--- src/dtls_retransmit_backoff_timer_top_assert.svh ---
// Assertion macros used by the timer core.
// Each macro expects i_clk and i_rst_n in the scope where it is used.
`ifndef DTLS_RETRANSMIT_BACKOFF_TIMER_TOP_ASSERT_SVH
`define DTLS_RETRANSMIT_BACKOFF_TIMER_TOP_ASSERT_SVH

`ifndef SYNTHESIS

`define DTLSRB_ASSERT_ALWAYS(lbl, expr, msg) \
    lbl: assert property (@(posedge i_clk) disable iff (!i_rst_n) (expr)) \
        else $error(msg);

`define DTLSRB_ASSERT_NEXT(lbl, ante, cons, msg) \
    lbl: assert property (@(posedge i_clk) disable iff (!i_rst_n) (ante) |=> (cons)) \
        else $error(msg);

`else

`define DTLSRB_ASSERT_ALWAYS(lbl, expr, msg)

`define DTLSRB_ASSERT_NEXT(lbl, ante, cons, msg)

`endif

`endif

--- src/dtlsrb_pkg.sv ---
`timescale 1ns / 1ps
`default_nettype none

package dtlsrb_pkg;

    // Field widths.
    localparam int unsigned CMD_W      = 2;
    localparam int unsigned SEC_W      = 32;
    localparam int unsigned USEC_W     = 20;
    localparam int unsigned MTU_W      = 16;
    localparam int unsigned STATUS_W   = 2;
    localparam int unsigned DUR_W      = 6;
    localparam int unsigned CNT_W      = 8;
    localparam int unsigned CFG_IDX_W  = 2;
    localparam int unsigned CFG_DATA_W = 16;

    // Stream widths, rounded up to whole bytes.
    localparam int unsigned IN_TDATA_W  = 72;
    localparam int unsigned OUT_TDATA_W = 88;

    // Timing constants.
    localparam logic [DUR_W-1:0]  DURATION_CAP  = 6'd60;
    localparam logic [USEC_W-1:0] MIN_LEFT_USEC = 20'd15000;
    localparam logic [USEC_W:0]   USEC_PER_SEC  = 21'd1000000;
    localparam logic [USEC_W-1:0] MAX_USEC      = 20'd999999;
    localparam logic [CNT_W-1:0]  MTU_ALERT_THRESHOLD = 8'd2;
    localparam logic [CNT_W-1:0]  CNT_MAX       = 8'hFF;

    // Register reset values.
    localparam logic [CNT_W-1:0] ALERT_LIMIT_RST        = 8'd12;
    localparam logic [CNT_W-1:0] READ_TIMEOUT_LIMIT_RST = 8'd2;

    typedef enum logic [CMD_W-1:0] {
        CMD_START  = 2'd0,
        CMD_STOP   = 2'd1,
        CMD_HANDLE = 2'd2,
        CMD_QUERY  = 2'd3
    } t_cmd;

    typedef enum logic [STATUS_W-1:0] {
        ST_NONE       = 2'd0,
        ST_RETRANSMIT = 2'd1,
        ST_FAILED     = 2'd2
    } t_status;

    typedef enum logic [CFG_IDX_W-1:0] {
        REG_ALERT_LIMIT        = 2'd0,
        REG_READ_TIMEOUT_LIMIT = 2'd1,
        REG_NO_MTU_QUERY       = 2'd2,
        REG_CONFIGURED_MTU     = 2'd3
    } t_reg_idx;

    typedef struct packed {
        logic [MTU_W-1:0]  fallback_mtu;
        logic [USEC_W-1:0] now_usec;
        logic [SEC_W-1:0]  now_sec;
        t_cmd              cmd;
    } t_item;

    typedef struct packed {
        logic [CNT_W-1:0]  rto_count;
        logic [MTU_W-1:0]  path_mtu;
        logic [DUR_W-1:0]  backoff_seconds;
        logic [USEC_W-1:0] remaining_usec;
        logic [SEC_W-1:0]  remaining_sec;
        logic              timer_running;
        t_status           status;
    } t_result;

endpackage

`default_nettype wire

--- src/dtlsrb_time_left.sv ---
`timescale 1ns / 1ps
`default_nettype none

// Time from now to an armed deadline, forced to zero when the deadline
// is idle, already passed, or less than the minimum interval away.
module dtlsrb_time_left (
    input  wire logic [dtlsrb_pkg::SEC_W-1:0]  i_deadline_sec,
    input  wire logic [dtlsrb_pkg::USEC_W-1:0] i_deadline_usec,
    input  wire logic [dtlsrb_pkg::SEC_W-1:0]  i_now_sec,
    input  wire logic [dtlsrb_pkg::USEC_W-1:0] i_now_usec,
    output logic      [dtlsrb_pkg::SEC_W-1:0]  o_left_sec,
    output logic      [dtlsrb_pkg::USEC_W-1:0] o_left_usec,
    output logic                               o_expired
);
    import dtlsrb_pkg::*;

    logic              armed;
    logic              usec_borrow;
    logic [USEC_W:0]   usec_diff;
    logic [SEC_W:0]    sec_diff;
    logic              too_close;

    assign armed       = (|i_deadline_sec) || (|i_deadline_usec);
    assign usec_borrow = i_deadline_usec < i_now_usec;

    // Microsecond part with a borrow from the seconds when needed.
    assign usec_diff = {1'b0, i_deadline_usec} - {1'b0, i_now_usec}
                     + (usec_borrow ? USEC_PER_SEC : '0);

    // A negative seconds difference means the deadline lies in the past.
    assign sec_diff = {1'b0, i_deadline_sec} - {1'b0, i_now_sec}
                    - {{SEC_W{1'b0}}, usec_borrow};

    assign too_close = (sec_diff[SEC_W-1:0] == '0) && (usec_diff[USEC_W-1:0] < MIN_LEFT_USEC);
    assign o_expired = !armed || sec_diff[SEC_W] || too_close;

    assign o_left_sec  = o_expired ? '0 : sec_diff[SEC_W-1:0];
    assign o_left_usec = o_expired ? '0 : usec_diff[USEC_W-1:0];

endmodule

`default_nettype wire

--- src/dtlsrb_core.sv ---
`timescale 1ns / 1ps
`default_nettype none
`include "dtls_retransmit_backoff_timer_top_assert.svh"

// Timer state, configuration registers and the per-transaction update.
module dtlsrb_core (
    input  wire logic                                i_clk,
    input  wire logic                                i_rst_n,
    input  wire logic                                i_adv,
    input  wire dtlsrb_pkg::t_item                   i_item,
    input  wire logic                                i_cfg_we,
    input  wire logic [dtlsrb_pkg::CFG_IDX_W-1:0]    i_cfg_index,
    input  wire logic [dtlsrb_pkg::CFG_DATA_W-1:0]   i_cfg_data,
    output dtlsrb_pkg::t_result                      o_result
);
    import dtlsrb_pkg::*;

    // Configuration registers.
    logic [CNT_W-1:0] r_alert_limit;
    logic [CNT_W-1:0] r_rto_limit;
    logic             r_no_mtu_query;

    // Timer state.
    logic [SEC_W-1:0]  r_dl_sec,    n_dl_sec;
    logic [USEC_W-1:0] r_dl_usec,   n_dl_usec;
    logic [DUR_W-1:0]  r_dur,       n_dur;
    logic [CNT_W-1:0]  r_alert_cnt, n_alert_cnt;
    logic [CNT_W-1:0]  r_rto_cnt,   n_rto_cnt;
    logic [MTU_W-1:0]  r_mtu,       n_mtu;

    logic [USEC_W-1:0] now_usec;
    logic              armed;
    logic [SEC_W-1:0]  pre_sec;
    logic [USEC_W-1:0] pre_usec;
    logic              pre_expired;
    logic [DUR_W:0]    dur_dbl;
    logic [DUR_W-1:0]  dur_next;
    logic [DUR_W-1:0]  dur_start;
    logic [SEC_W:0]    sum_start;
    logic [SEC_W:0]    sum_backoff;
    logic [SEC_W:0]    sum_one;
    logic              backoff_armed;
    logic [CNT_W-1:0]  alert_inc;
    logic [CNT_W-1:0]  rto_inc;
    logic              fail;
    logic              mtu_lower;
    logic              rearmed;
    logic              arm_carry;
    t_status           status;
    logic              running;

    // Clamp microseconds to the last valid value of a second.
    assign now_usec = (i_item.now_usec > MAX_USEC) ? MAX_USEC : i_item.now_usec;
    assign armed    = (|r_dl_sec) || (|r_dl_usec);

    // Time left on the current deadline.
    dtlsrb_time_left u_pre_left (
        .i_deadline_sec  (r_dl_sec),
        .i_deadline_usec (r_dl_usec),
        .i_now_sec       (i_item.now_sec),
        .i_now_usec      (now_usec),
        .o_left_sec      (pre_sec),
        .o_left_usec     (pre_usec),
        .o_expired       (pre_expired)
    );

    // Doubled duration with cap, and the candidate deadlines.
    assign dur_dbl   = {r_dur, 1'b0};
    assign dur_next  = (dur_dbl > {1'b0, DURATION_CAP}) ? DURATION_CAP : dur_dbl[DUR_W-1:0];
    assign dur_start = armed ? r_dur : DUR_W'(1);
    assign sum_start   = {1'b0, i_item.now_sec} + {{(SEC_W-DUR_W+1){1'b0}}, dur_start};
    assign sum_backoff = {1'b0, i_item.now_sec} + {{(SEC_W-DUR_W+1){1'b0}}, dur_next};
    assign sum_one     = {1'b0, i_item.now_sec} + (SEC_W+1)'(1);
    assign backoff_armed = (|sum_backoff[SEC_W-1:0]) || (|now_usec);

    // Saturating counters and the decisions that depend on them.
    assign alert_inc = (r_alert_cnt == CNT_MAX) ? r_alert_cnt : r_alert_cnt + CNT_W'(1);
    assign rto_inc   = (r_rto_cnt == CNT_MAX) ? r_rto_cnt : r_rto_cnt + CNT_W'(1);
    assign fail      = alert_inc > r_alert_limit;
    assign mtu_lower = (alert_inc > MTU_ALERT_THRESHOLD) && !r_no_mtu_query &&
                       (i_item.fallback_mtu < r_mtu);

    // Next state for one transaction.
    always_comb begin
        n_dl_sec    = r_dl_sec;
        n_dl_usec   = r_dl_usec;
        n_dur       = r_dur;
        n_alert_cnt = r_alert_cnt;
        n_rto_cnt   = r_rto_cnt;
        n_mtu       = r_mtu;
        status      = ST_NONE;
        rearmed     = 1'b0;
        arm_carry   = 1'b0;
        case (i_item.cmd)
            CMD_START: begin
                rearmed   = 1'b1;
                n_dur     = dur_start;
                n_dl_sec  = sum_start[SEC_W-1:0];
                n_dl_usec = now_usec;
                arm_carry = sum_start[SEC_W];
            end
            CMD_STOP: begin
                n_dl_sec    = '0;
                n_dl_usec   = '0;
                n_dur       = DUR_W'(1);
                n_alert_cnt = '0;
                n_rto_cnt   = '0;
            end
            CMD_HANDLE: begin
                if (armed && pre_expired) begin
                    rearmed     = 1'b1;
                    n_alert_cnt = alert_inc;
                    n_dl_usec   = now_usec;
                    if (mtu_lower) begin
                        n_mtu = i_item.fallback_mtu;
                    end
                    if (fail || backoff_armed) begin
                        n_dur     = dur_next;
                        n_dl_sec  = sum_backoff[SEC_W-1:0];
                        arm_carry = sum_backoff[SEC_W];
                    end else begin
                        // The backed-off deadline wrapped to idle, so rearming restarts at 1 s.
                        n_dur     = DUR_W'(1);
                        n_dl_sec  = sum_one[SEC_W-1:0];
                        arm_carry = sum_one[SEC_W];
                    end
                    if (fail) begin
                        status = ST_FAILED;
                    end else begin
                        status    = ST_RETRANSMIT;
                        n_rto_cnt = (rto_inc > r_rto_limit) ? CNT_W'(1) : rto_inc;
                    end
                end
            end
            CMD_QUERY: begin
                status = ST_NONE;
            end
            default: begin
                status = ST_NONE;
            end
        endcase
    end

    assign running = (|n_dl_sec) || (|n_dl_usec);

    // Result fields, taken from the state after this transaction.
    always_comb begin
        o_result.status          = status;
        o_result.timer_running   = running;
        o_result.backoff_seconds = n_dur;
        o_result.path_mtu        = n_mtu;
        o_result.rto_count       = n_rto_cnt;
        if (i_item.cmd == CMD_STOP) begin
            o_result.remaining_sec  = '0;
            o_result.remaining_usec = '0;
        end else if (rearmed) begin
            // A fresh deadline lies exactly the duration ahead unless the seconds wrapped.
            o_result.remaining_sec  = (arm_carry || !running) ? '0
                                    : {{(SEC_W-DUR_W){1'b0}}, n_dur};
            o_result.remaining_usec = '0;
        end else begin
            o_result.remaining_sec  = pre_sec;
            o_result.remaining_usec = pre_usec;
        end
    end

    // Configuration registers.
    always_ff @(posedge i_clk) begin
        if (!i_rst_n) begin
            r_alert_limit  <= ALERT_LIMIT_RST;
            r_rto_limit    <= READ_TIMEOUT_LIMIT_RST;
            r_no_mtu_query <= 1'b0;
        end else if (i_cfg_we) begin
            case (t_reg_idx'(i_cfg_index))
                REG_ALERT_LIMIT:        r_alert_limit  <= i_cfg_data[CNT_W-1:0];
                REG_READ_TIMEOUT_LIMIT: r_rto_limit    <= i_cfg_data[CNT_W-1:0];
                REG_NO_MTU_QUERY:       r_no_mtu_query <= i_cfg_data[0];
                default: begin
                end
            endcase
        end
    end

    // Timer state registers; a write of the configured MTU also loads the current MTU.
    always_ff @(posedge i_clk) begin
        if (!i_rst_n) begin
            r_dl_sec    <= '0;
            r_dl_usec   <= '0;
            r_dur       <= DUR_W'(1);
            r_alert_cnt <= '0;
            r_rto_cnt   <= '0;
            r_mtu       <= '0;
        end else begin
            if (i_adv) begin
                r_dl_sec    <= n_dl_sec;
                r_dl_usec   <= n_dl_usec;
                r_dur       <= n_dur;
                r_alert_cnt <= n_alert_cnt;
                r_rto_cnt   <= n_rto_cnt;
            end
            if (i_cfg_we && (t_reg_idx'(i_cfg_index) == REG_CONFIGURED_MTU)) begin
                r_mtu <= i_cfg_data[MTU_W-1:0];
            end else if (i_adv) begin
                r_mtu <= n_mtu;
            end
        end
    end

    // Conditions checked by the assertions below.
    logic dur_ok;
    logic adv_stop;
    logic adv_keep;
    logic timer_clear;
    assign dur_ok      = (r_dur >= DUR_W'(1)) && (r_dur <= DURATION_CAP);
    assign adv_stop    = i_adv && (i_item.cmd == CMD_STOP);
    assign adv_keep    = i_adv && (i_item.cmd != CMD_STOP);
    assign timer_clear = !armed && (r_alert_cnt == '0) && (r_rto_cnt == '0);

    `DTLSRB_ASSERT_ALWAYS(a_dur_range, dur_ok, "backoff duration out of range")
    `DTLSRB_ASSERT_NEXT(a_stop_clears, adv_stop, timer_clear, "stop did not clear the timer")
    `DTLSRB_ASSERT_NEXT(a_alert_up, adv_keep, r_alert_cnt >= $past(r_alert_cnt), "alerts fell")

endmodule

`default_nettype wire

--- src/dtls_retransmit_backoff_timer_top.sv ---
`timescale 1ns / 1ps
`default_nettype none
// An accepted item is held in the input register, then its result in the result register.
// Throughput: one transaction per cycle unless the result stream stalls; the input and
// result registers let a new item enter while a finished result still waits downstream.
// Reset: synchronous, active low; timer idle, duration 1 s, counters and MTU zero,
// alert limit 12, read timeout limit 2, MTU lowering enabled.
module dtls_retransmit_backoff_timer_top (
    input  wire logic                                  i_clk,
    input  wire logic                                  i_rst_n,
    // Input stream.
    input  wire logic                                  i_s_axis_tvalid,
    output logic                                       o_s_axis_tready,
    // tdata: now_sec[31:0], now_usec[51:32], fallback_mtu[67:52], zero fill above.
    input  wire logic [dtlsrb_pkg::IN_TDATA_W-1:0]     i_s_axis_tdata,
    // tuser: cmd[1:0].
    input  wire logic [dtlsrb_pkg::CMD_W-1:0]          i_s_axis_tuser,
    // Result stream.
    output logic                                       o_m_axis_tvalid,
    input  wire logic                                  i_m_axis_tready,
    // tdata: timer_running[0], remaining_sec[32:1], remaining_usec[52:33],
    // backoff_seconds[58:53], path_mtu[74:59], rto_count[82:75], zero fill above.
    output logic      [dtlsrb_pkg::OUT_TDATA_W-1:0]    o_m_axis_tdata,
    // tuser: status[1:0].
    output logic      [dtlsrb_pkg::STATUS_W-1:0]       o_m_axis_tuser,
    // Configuration write port.
    input  wire logic                                  i_cfg_we,
    input  wire logic [dtlsrb_pkg::CFG_IDX_W-1:0]      i_cfg_index,
    input  wire logic [dtlsrb_pkg::CFG_DATA_W-1:0]     i_cfg_data
);
    import dtlsrb_pkg::*;

    localparam int unsigned IN_USED_W  = SEC_W + USEC_W + MTU_W;
    localparam int unsigned OUT_USED_W = 1 + SEC_W + USEC_W + DUR_W + MTU_W + CNT_W;

    logic    r_in_valid;
    t_item   r_item;
    logic    r_out_valid;
    t_result r_result;
    t_result result;
    logic    adv;

    // The item in the input register moves on when the result register is free or drains.
    assign adv             = r_in_valid && (!r_out_valid || i_m_axis_tready);
    assign o_s_axis_tready = !r_in_valid || adv;

    // Input register.
    always_ff @(posedge i_clk) begin
        if (!i_rst_n) begin
            r_in_valid <= 1'b0;
        end else if (o_s_axis_tready) begin
            r_in_valid <= i_s_axis_tvalid;
        end
    end

    always_ff @(posedge i_clk) begin
        if (o_s_axis_tready && i_s_axis_tvalid) begin
            r_item.cmd          <= t_cmd'(i_s_axis_tuser);
            r_item.now_sec      <= i_s_axis_tdata[SEC_W-1:0];
            r_item.now_usec     <= i_s_axis_tdata[SEC_W +: USEC_W];
            r_item.fallback_mtu <= i_s_axis_tdata[SEC_W+USEC_W +: MTU_W];
        end
    end

    dtlsrb_core u_core (
        .i_clk       (i_clk),
        .i_rst_n     (i_rst_n),
        .i_adv       (adv),
        .i_item      (r_item),
        .i_cfg_we    (i_cfg_we),
        .i_cfg_index (i_cfg_index),
        .i_cfg_data  (i_cfg_data),
        .o_result    (result)
    );

    // Result register.
    always_ff @(posedge i_clk) begin
        if (!i_rst_n) begin
            r_out_valid <= 1'b0;
        end else if (adv) begin
            r_out_valid <= 1'b1;
        end else if (i_m_axis_tready) begin
            r_out_valid <= 1'b0;
        end
    end

    always_ff @(posedge i_clk) begin
        if (adv) begin
            r_result <= result;
        end
    end

    assign o_m_axis_tvalid = r_out_valid;
    assign o_m_axis_tuser  = r_result.status;
    assign o_m_axis_tdata  = {{(OUT_TDATA_W-OUT_USED_W){1'b0}},
                              r_result.rto_count,
                              r_result.path_mtu,
                              r_result.backoff_seconds,
                              r_result.remaining_usec,
                              r_result.remaining_sec,
                              r_result.timer_running};

    // Zero fill of the input bus carries no information.
    logic unused_in_fill;
    assign unused_in_fill = ^i_s_axis_tdata[IN_TDATA_W-1:IN_USED_W];

endmodule

`default_nettype wire
--- config.mk ---
export PLATFORM = sky130hd
export DESIGN_NAME = dtls_retransmit_backoff_timer_top
export DESIGN_NICKNAME = d
export VERILOG_FILES = /design/src/dtlsrb_pkg.sv /design/src/dtlsrb_time_left.sv /design/src/dtlsrb_core.sv /design/src/dtls_retransmit_backoff_timer_top.sv
export VERILOG_INCLUDE_DIRS = /design/src /design/src/src
export SDC_FILE = /design/constraint.sdc
export NUM_CORES = 1
export LEC_CHECK = 0
export ABC_AREA = 0
export BUFFER_PORTS_ARGS = -buffer_cell sky130_fd_sc_hd__buf_4
export CAP_MARGIN = 20
export CORE_MARGIN = 2
export CORE_UTILIZATION = 55
export DETAILED_ROUTE_END_ITERATION = 10
export PLACE_DENSITY = 0.83
export SLEW_MARGIN = 0
export SYNTH_ARGS = -nofsm -noshare
export SYNTH_HDL_FRONTEND = slang
export SYNTH_SLANG_ARGS = --single-unit
--- constraint.sdc ---
create_clock -name i_clk -period 8.4 [get_ports i_clk]
set_clock_uncertainty 0.05 [all_clocks]
set_input_delay 1.68 -clock i_clk [delete_from_list [all_inputs] [get_ports i_clk]]
set_output_delay 1.68 -clock i_clk [all_outputs]
set_load 0.05 [all_outputs]
==> Implementation_results.wiki <==
{| class="wikitable"
! Metric !! Value
|-
| Run status || finished, violations left
|-
| Violations in the final reports || negative setup slack
|-
| CP max stage delay || 0.57 ns
|-
| Number of enable flip-flop cells after synthesis || 155
|-
| Die Span Y || 188 um
|-
| Initial antenna violation count || 1
|-
| Root Buffer || sky130_fd_sc_hd__clkbuf_16
|-
| Number of nets in the layout || 2713
|-
| Share of synthesized cell area in full adder, half adder and majority cells || 11.7%
|-
| Sequential cell area fraction in the yosys report || 36.8%
|-
| Arr. time, crit path || 8.94 ns
|-
| Worst-case headroom to the max-slew limit || 32.2%
|-
| Max Clock Freq || 0.116 GHz
|-
| CP max stage cell || sky130_fd_sc_hd__or4bb_1
|-
| Worst Slack Setup Final || -0.255 ns
|-
| Violation count after the first detailed-routing iteration || 2425
|-
| Post-Synthesis Mean Instance Area || 8.60 um^2
|-
| Flops & latches, synth || 264
|-
| Dpl cells || 2843
|-
| WL per Instance || 21.0 um
|-
| Final-layout setup total negative slack || -2.90 ns
|-
| Unrepaired setup endpoints after global routing || true
|-
| Simple logic cell fraction of the synthesized area || 20.4%
|-
| Per-cell via count in the routed design || 6.18
|-
| Min-Delay Path Class || register to register
|-
| Largest vdd supply drop || 0.217 mV
|-
| Final Max Tran Viols || 0
|-
| Pin count of the biggest net entering global routing || 89
|-
| Most frequently used flop master after synthesis || sky130_fd_sc_hd__edfxtp_1
|-
| Global-route wire length before repair || 92700 um
|-
| Worst reg2reg path endpoint || o_m_axis_tdata[6]
|-
| Cell taking the most area after synthesis || sky130_fd_sc_hd__edfxtp_1
|-
| Post-synth design cell area || 18600 um^2
|-
| Area added between synthesis and finish || 25.2%
|-
| Flop-to-flop setup slack || -0.25 ns
|-
| Number of hold-slack violations in the final timing report || 0
|-
| Slew @ Worst Pin || 1.02 ns
|-
| I/O pin count || 189
|-
| Starting utilization of the core area || 55.6%
|-
| Share of the clock period used by the worst path after layout || 103%
|-
| Final cell count without fillers || 2924
|-
| Sinks on the clock net || 264
|-
| Number of detailed-route iterations in the first pass || 7
|-
| Area of the core || 33400 um^2
|-
| Antenna fix cells || 0
|-
| Shortest clock period the worst path allows after layout || 8.65 ns
|-
| WS Path Type || register to register
|-
| Dominant combinational cell family by area after synthesis || simple AND/OR/NAND/NOR gates
|-
| All-Layer GR Usage || 33.2%
|-
| Number of setup violations in the final report || 35
|-
| Core utilization of the finished layout || 69.7%
|-
| Via count of the first global-routing pass || 16.8k
|-
| Routed wire length || 61500 um
|-
| Max Cap Violations || 0
|-
| Synthesized instance count || 2159
|-
| Power density of the placed cells || 177 nW/um^2
|-
| Final hold slack || 0.416 ns
|-
| Remaining number of nets flagged by the antenna check after routing || 0
|-
| Count of cell types in the netlist || 94
|-
| Die width || 188 um
|-
| Number of remaining DRC errors || 0
|-
| Start of the worst register-to-register path || r_item[45]
|-
| Xor and xnor area share after synthesis || 4.95%
|-
| TritonCTS clock tree || built
|-
| Proportion of synthesized area in mux cells || 1.83%
|-
| Leak pwr || 0.00968 uW
|-
| Synthesis Warnings || 0
|-
| GRT Residual Overflow || 0
|-
| Buffer depth of the longest clock path || 3
|-
| Full die area || 35200 um^2
|-
| Hold path startpoint || u_core.r_rto_limit[2]
|-
| Via total after detailed routing || 18.1k
|-
| Worst hold stages || 2
|-
| Proportion of layout cells with a drive suffix above 1 || 23.1%
|-
| Port Buffer Count || 179
|-
| CP Max Fanout || 6
|-
| CTS H-tree depth || 1
|-
| DP HPWL || 45400 um
|-
| Tot Pwr || 4110 uW
|-
| Top cells by area in the synthesized netlist || sky130_fd_sc_hd__edfxtp_1 25%, sky130_fd_sc_hd__dfxtp_1 12%, sky130_fd_sc_hd__ha_1 10%
|-
| Nature of the critical path startpoint || register
|-
| Clock latency at the later pin of the worst-skew pair || 0.60 ns
|-
| Required time worst endpoint || 8.69 ns
|-
| Sink of the worst hold path || u_core.r_rto_limit[2]
|-
| Register clock-pin slew on the reported worst setup and hold paths || 0.06 ns
|-
| Worst r2r path cells || 37
|-
| Compound-Gate Fraction of Synth Area || 18.2%
|-
| Placer's final routability congestion estimate || 1.02
|-
| # hold bufs at CTS || 0
|-
| Type of element capturing the critical path || register
|-
| FP Rows || 67
|-
| Area share of the largest cell type after synthesis || 25.1%
|-
| Asr flop ratio synth || 0%
|-
| Layout filler cell count || 2573
|-
| Number of buffers created by CTS || 30
|}
==> cell usage in the layout, fill, tap and decap left out, types with 9 or more instances in the layout <==
cell                          n
sky130_fd_sc_hd__o21ai_1     22
sky130_fd_sc_hd__edfxtp_1   155
sky130_fd_sc_hd__mux2i_1     10
sky130_fd_sc_hd__and2_1      24
sky130_fd_sc_hd__xor2_1      52
sky130_fd_sc_hd__clkinv_2     9
sky130_fd_sc_hd__nor2_1     229
sky130_fd_sc_hd__a211oi_1    10
sky130_fd_sc_hd__nand3_1     52
sky130_fd_sc_hd__o21a_1      12
sky130_fd_sc_hd__a22oi_1     17
sky130_fd_sc_hd__ha_1       143
sky130_fd_sc_hd__nor4_1      31
sky130_fd_sc_hd__dfxtp_1    109
sky130_fd_sc_hd__nand2b_1    18
sky130_fd_sc_hd__clkbuf_16   33
sky130_fd_sc_hd__nor2b_1     14
sky130_fd_sc_hd__a21oi_2     12
sky130_fd_sc_hd__o21ai_2     14
sky130_fd_sc_hd__a21oi_1    155
sky130_fd_sc_hd__o211ai_1    18
sky130_fd_sc_hd__nand2_1    185
sky130_fd_sc_hd__a22oi_2     12
sky130_fd_sc_hd__buf_6       23
sky130_fd_sc_hd__o21ai_0     76
sky130_fd_sc_hd__nand4_1     45
sky130_fd_sc_hd__or2_2       13
sky130_fd_sc_hd__and4_1       9
sky130_fd_sc_hd__and3_1      24
sky130_fd_sc_hd__mux2_2      16
sky130_fd_sc_hd__a31oi_1     19
sky130_fd_sc_hd__inv_1      195
sky130_fd_sc_hd__buf_4      313
sky130_fd_sc_hd__fa_1        11
sky130_fd_sc_hd__nor3_1      44
sky130_fd_sc_hd__a21o_1      22
sky130_fd_sc_hd__xnor2_1     51
==> worst max-delay path by stage <==
stage	startpoint	end	cells past startpoint
after floorplan	r_item[46]	o_m_axis_tdata[2]	30
after global placement	r_item[47]	o_m_axis_tdata[6]	36
after detailed placement	r_item[47]	u_core.r_mtu[11]	36
after CTS	r_item[47]	o_m_axis_tdata[6]	35
after global routing	r_item[45]	o_m_axis_tdata[2]	37
final	r_item[45]	o_m_axis_tdata[6]	37
==> where the power goes <==
group	internal (uW)	leakage, uW	total (uW)	switching (uW)
registers	1460	0.00237	1530	71.8
logic	491	0.00682	1230	742
clock network	782	0.000494	1350	568
==> routing by layer <==
layer | track usage [%] | wire length (um) | part of all wire [%] | vias to the layer above
li1 | - | - | - | 8339
met1 | 48.2 | 26200 | 43 | 8596
met2 | 50.3 | 26900 | 44 | 963
met3 | 4.87 | 5850 | 9.5 | 163
met4 | 12.7 | 2530 | 4.1 | 2
met5 | 0 | 10 | 0.016 | -
==> registers in the layout (all words and copies together) (netlist names) <==
| signal | cells |
|---|---|
| u_core.r_rto_cnt | 8 |
| r_item | 70 |
| u_core.r_alert_cnt | 8 |
| u_core.r_no_mtu_query | 1 |
| o_m_axis_tdata | 83 |
| r_in_valid | 1 |
| o_m_axis_tuser | 2 |
| o_m_axis_tvalid | 1 |
| u_core.r_alert_limit | 8 |
| u_core.r_dl_usec | 20 |
| u_core.r_rto_limit | 8 |
| u_core.r_dur | 6 |
| u_core.r_dl_sec | 32 |
| u_core.r_mtu | 16 |
==> worst max-delay path: cells and delay by family (launching register included) <==
| kind | cells | cell delay (ns) |
|---|---|---|
| xor+xnor | 1 | 0.19 |
| buf+inv | 8 | 1.05 |
| flops | 1 | 0.38 |
| fa+ha+maj | 5 | 1.39 |
| mux | 1 | 0.11 |
| compound gates | 10 | 2.02 |
| simple gates | 12 | 3.21 |
==> area by class of cell <==
class	instances	area [um^2]	area share, %
Clock buffer	31	754	3.25
Clock inverter	25	264	1.14
Multi-Input combinational cell	1608	11200	48.4
Tap cell	448	561	2.41
Timing Repair Buffer	346	2830	12.2
Sequential cell	264	6840	29.4
Inverter	202	761	3.27
==> synth_stat cells, types with 7 or more instances <==
| cell type | n |
|---|---|
| sky130_fd_sc_hd__a22oi_1 | 29 |
| sky130_fd_sc_hd__a2bb2oi_1 | 8 |
| sky130_fd_sc_hd__xor2_1 | 53 |
| sky130_fd_sc_hd__nor2b_1 | 14 |
| sky130_fd_sc_hd__nand3_1 | 53 |
| sky130_fd_sc_hd__nor4_1 | 33 |
| sky130_fd_sc_hd__buf_4 | 9 |
| sky130_fd_sc_hd__a21oi_1 | 169 |
| sky130_fd_sc_hd__mux2i_1 | 11 |
| sky130_fd_sc_hd__nor2_1 | 234 |
| sky130_fd_sc_hd__o21ai_1 | 7 |
| sky130_fd_sc_hd__o21ai_0 | 112 |
| sky130_fd_sc_hd__a21o_1 | 22 |
| sky130_fd_sc_hd__a32o_1 | 9 |
| sky130_fd_sc_hd__nor3_1 | 46 |
| sky130_fd_sc_hd__nand4_1 | 45 |
| sky130_fd_sc_hd__nand2_1 | 195 |
| sky130_fd_sc_hd__buf_2 | 15 |
| sky130_fd_sc_hd__or3_1 | 8 |
| sky130_fd_sc_hd__a211o_1 | 7 |
| sky130_fd_sc_hd__dfxtp_1 | 109 |
| sky130_fd_sc_hd__a211oi_1 | 16 |
| sky130_fd_sc_hd__nand3b_1 | 7 |
| sky130_fd_sc_hd__o21a_1 | 14 |
| sky130_fd_sc_hd__o21bai_1 | 7 |
| sky130_fd_sc_hd__clkbuf_1 | 62 |
| sky130_fd_sc_hd__fa_1 | 15 |
| sky130_fd_sc_hd__and2_1 | 25 |
| sky130_fd_sc_hd__ha_1 | 149 |
| sky130_fd_sc_hd__or2_2 | 15 |
| sky130_fd_sc_hd__a31oi_1 | 20 |
| sky130_fd_sc_hd__xnor2_1 | 52 |
| sky130_fd_sc_hd__and3_1 | 25 |
| sky130_fd_sc_hd__mux2_2 | 16 |
| sky130_fd_sc_hd__a21boi_0 | 12 |
| sky130_fd_sc_hd__o211ai_1 | 18 |
| sky130_fd_sc_hd__edfxtp_1 | 155 |
| sky130_fd_sc_hd__inv_1 | 198 |
| sky130_fd_sc_hd__nand2b_1 | 23 |
| sky130_fd_sc_hd__and4_1 | 9 |
| sky130_fd_sc_hd__o22ai_1 | 9 |
==> through the flow <==
stage,area (um^2),setup slack [ns]
floorplan,18600,0.607
global placement,21200,-0.268
detailed placement,21200,-0.490
CTS,22400,0.0238
global route,23200,-0.480
finish,23200,-0.255
==> logic make-up (layout without fill, tap and decap cells) <==
kind of cell             count (synthesis)  count (layout)
adder cells (fa/ha/maj)                164             164
XOR/XNOR                               105             105
flip-flops                             264             264
AO/OA/AOI/OAI                          529             529
other                                    1               5
buffers and inverters                  291             604
multiplexers                            31              31
AND/OR/NAND/NOR                        774             774
==> timing repair <==
action | CTS | global route
buffers inserted | 4 | 18
setup endpoints to repair | 173 | 172
resized for setup | 40 | 170
pin swaps | 23 | 53
cloned | 0 | 4
No activity file was read; power rests on OpenSTA's default activity.
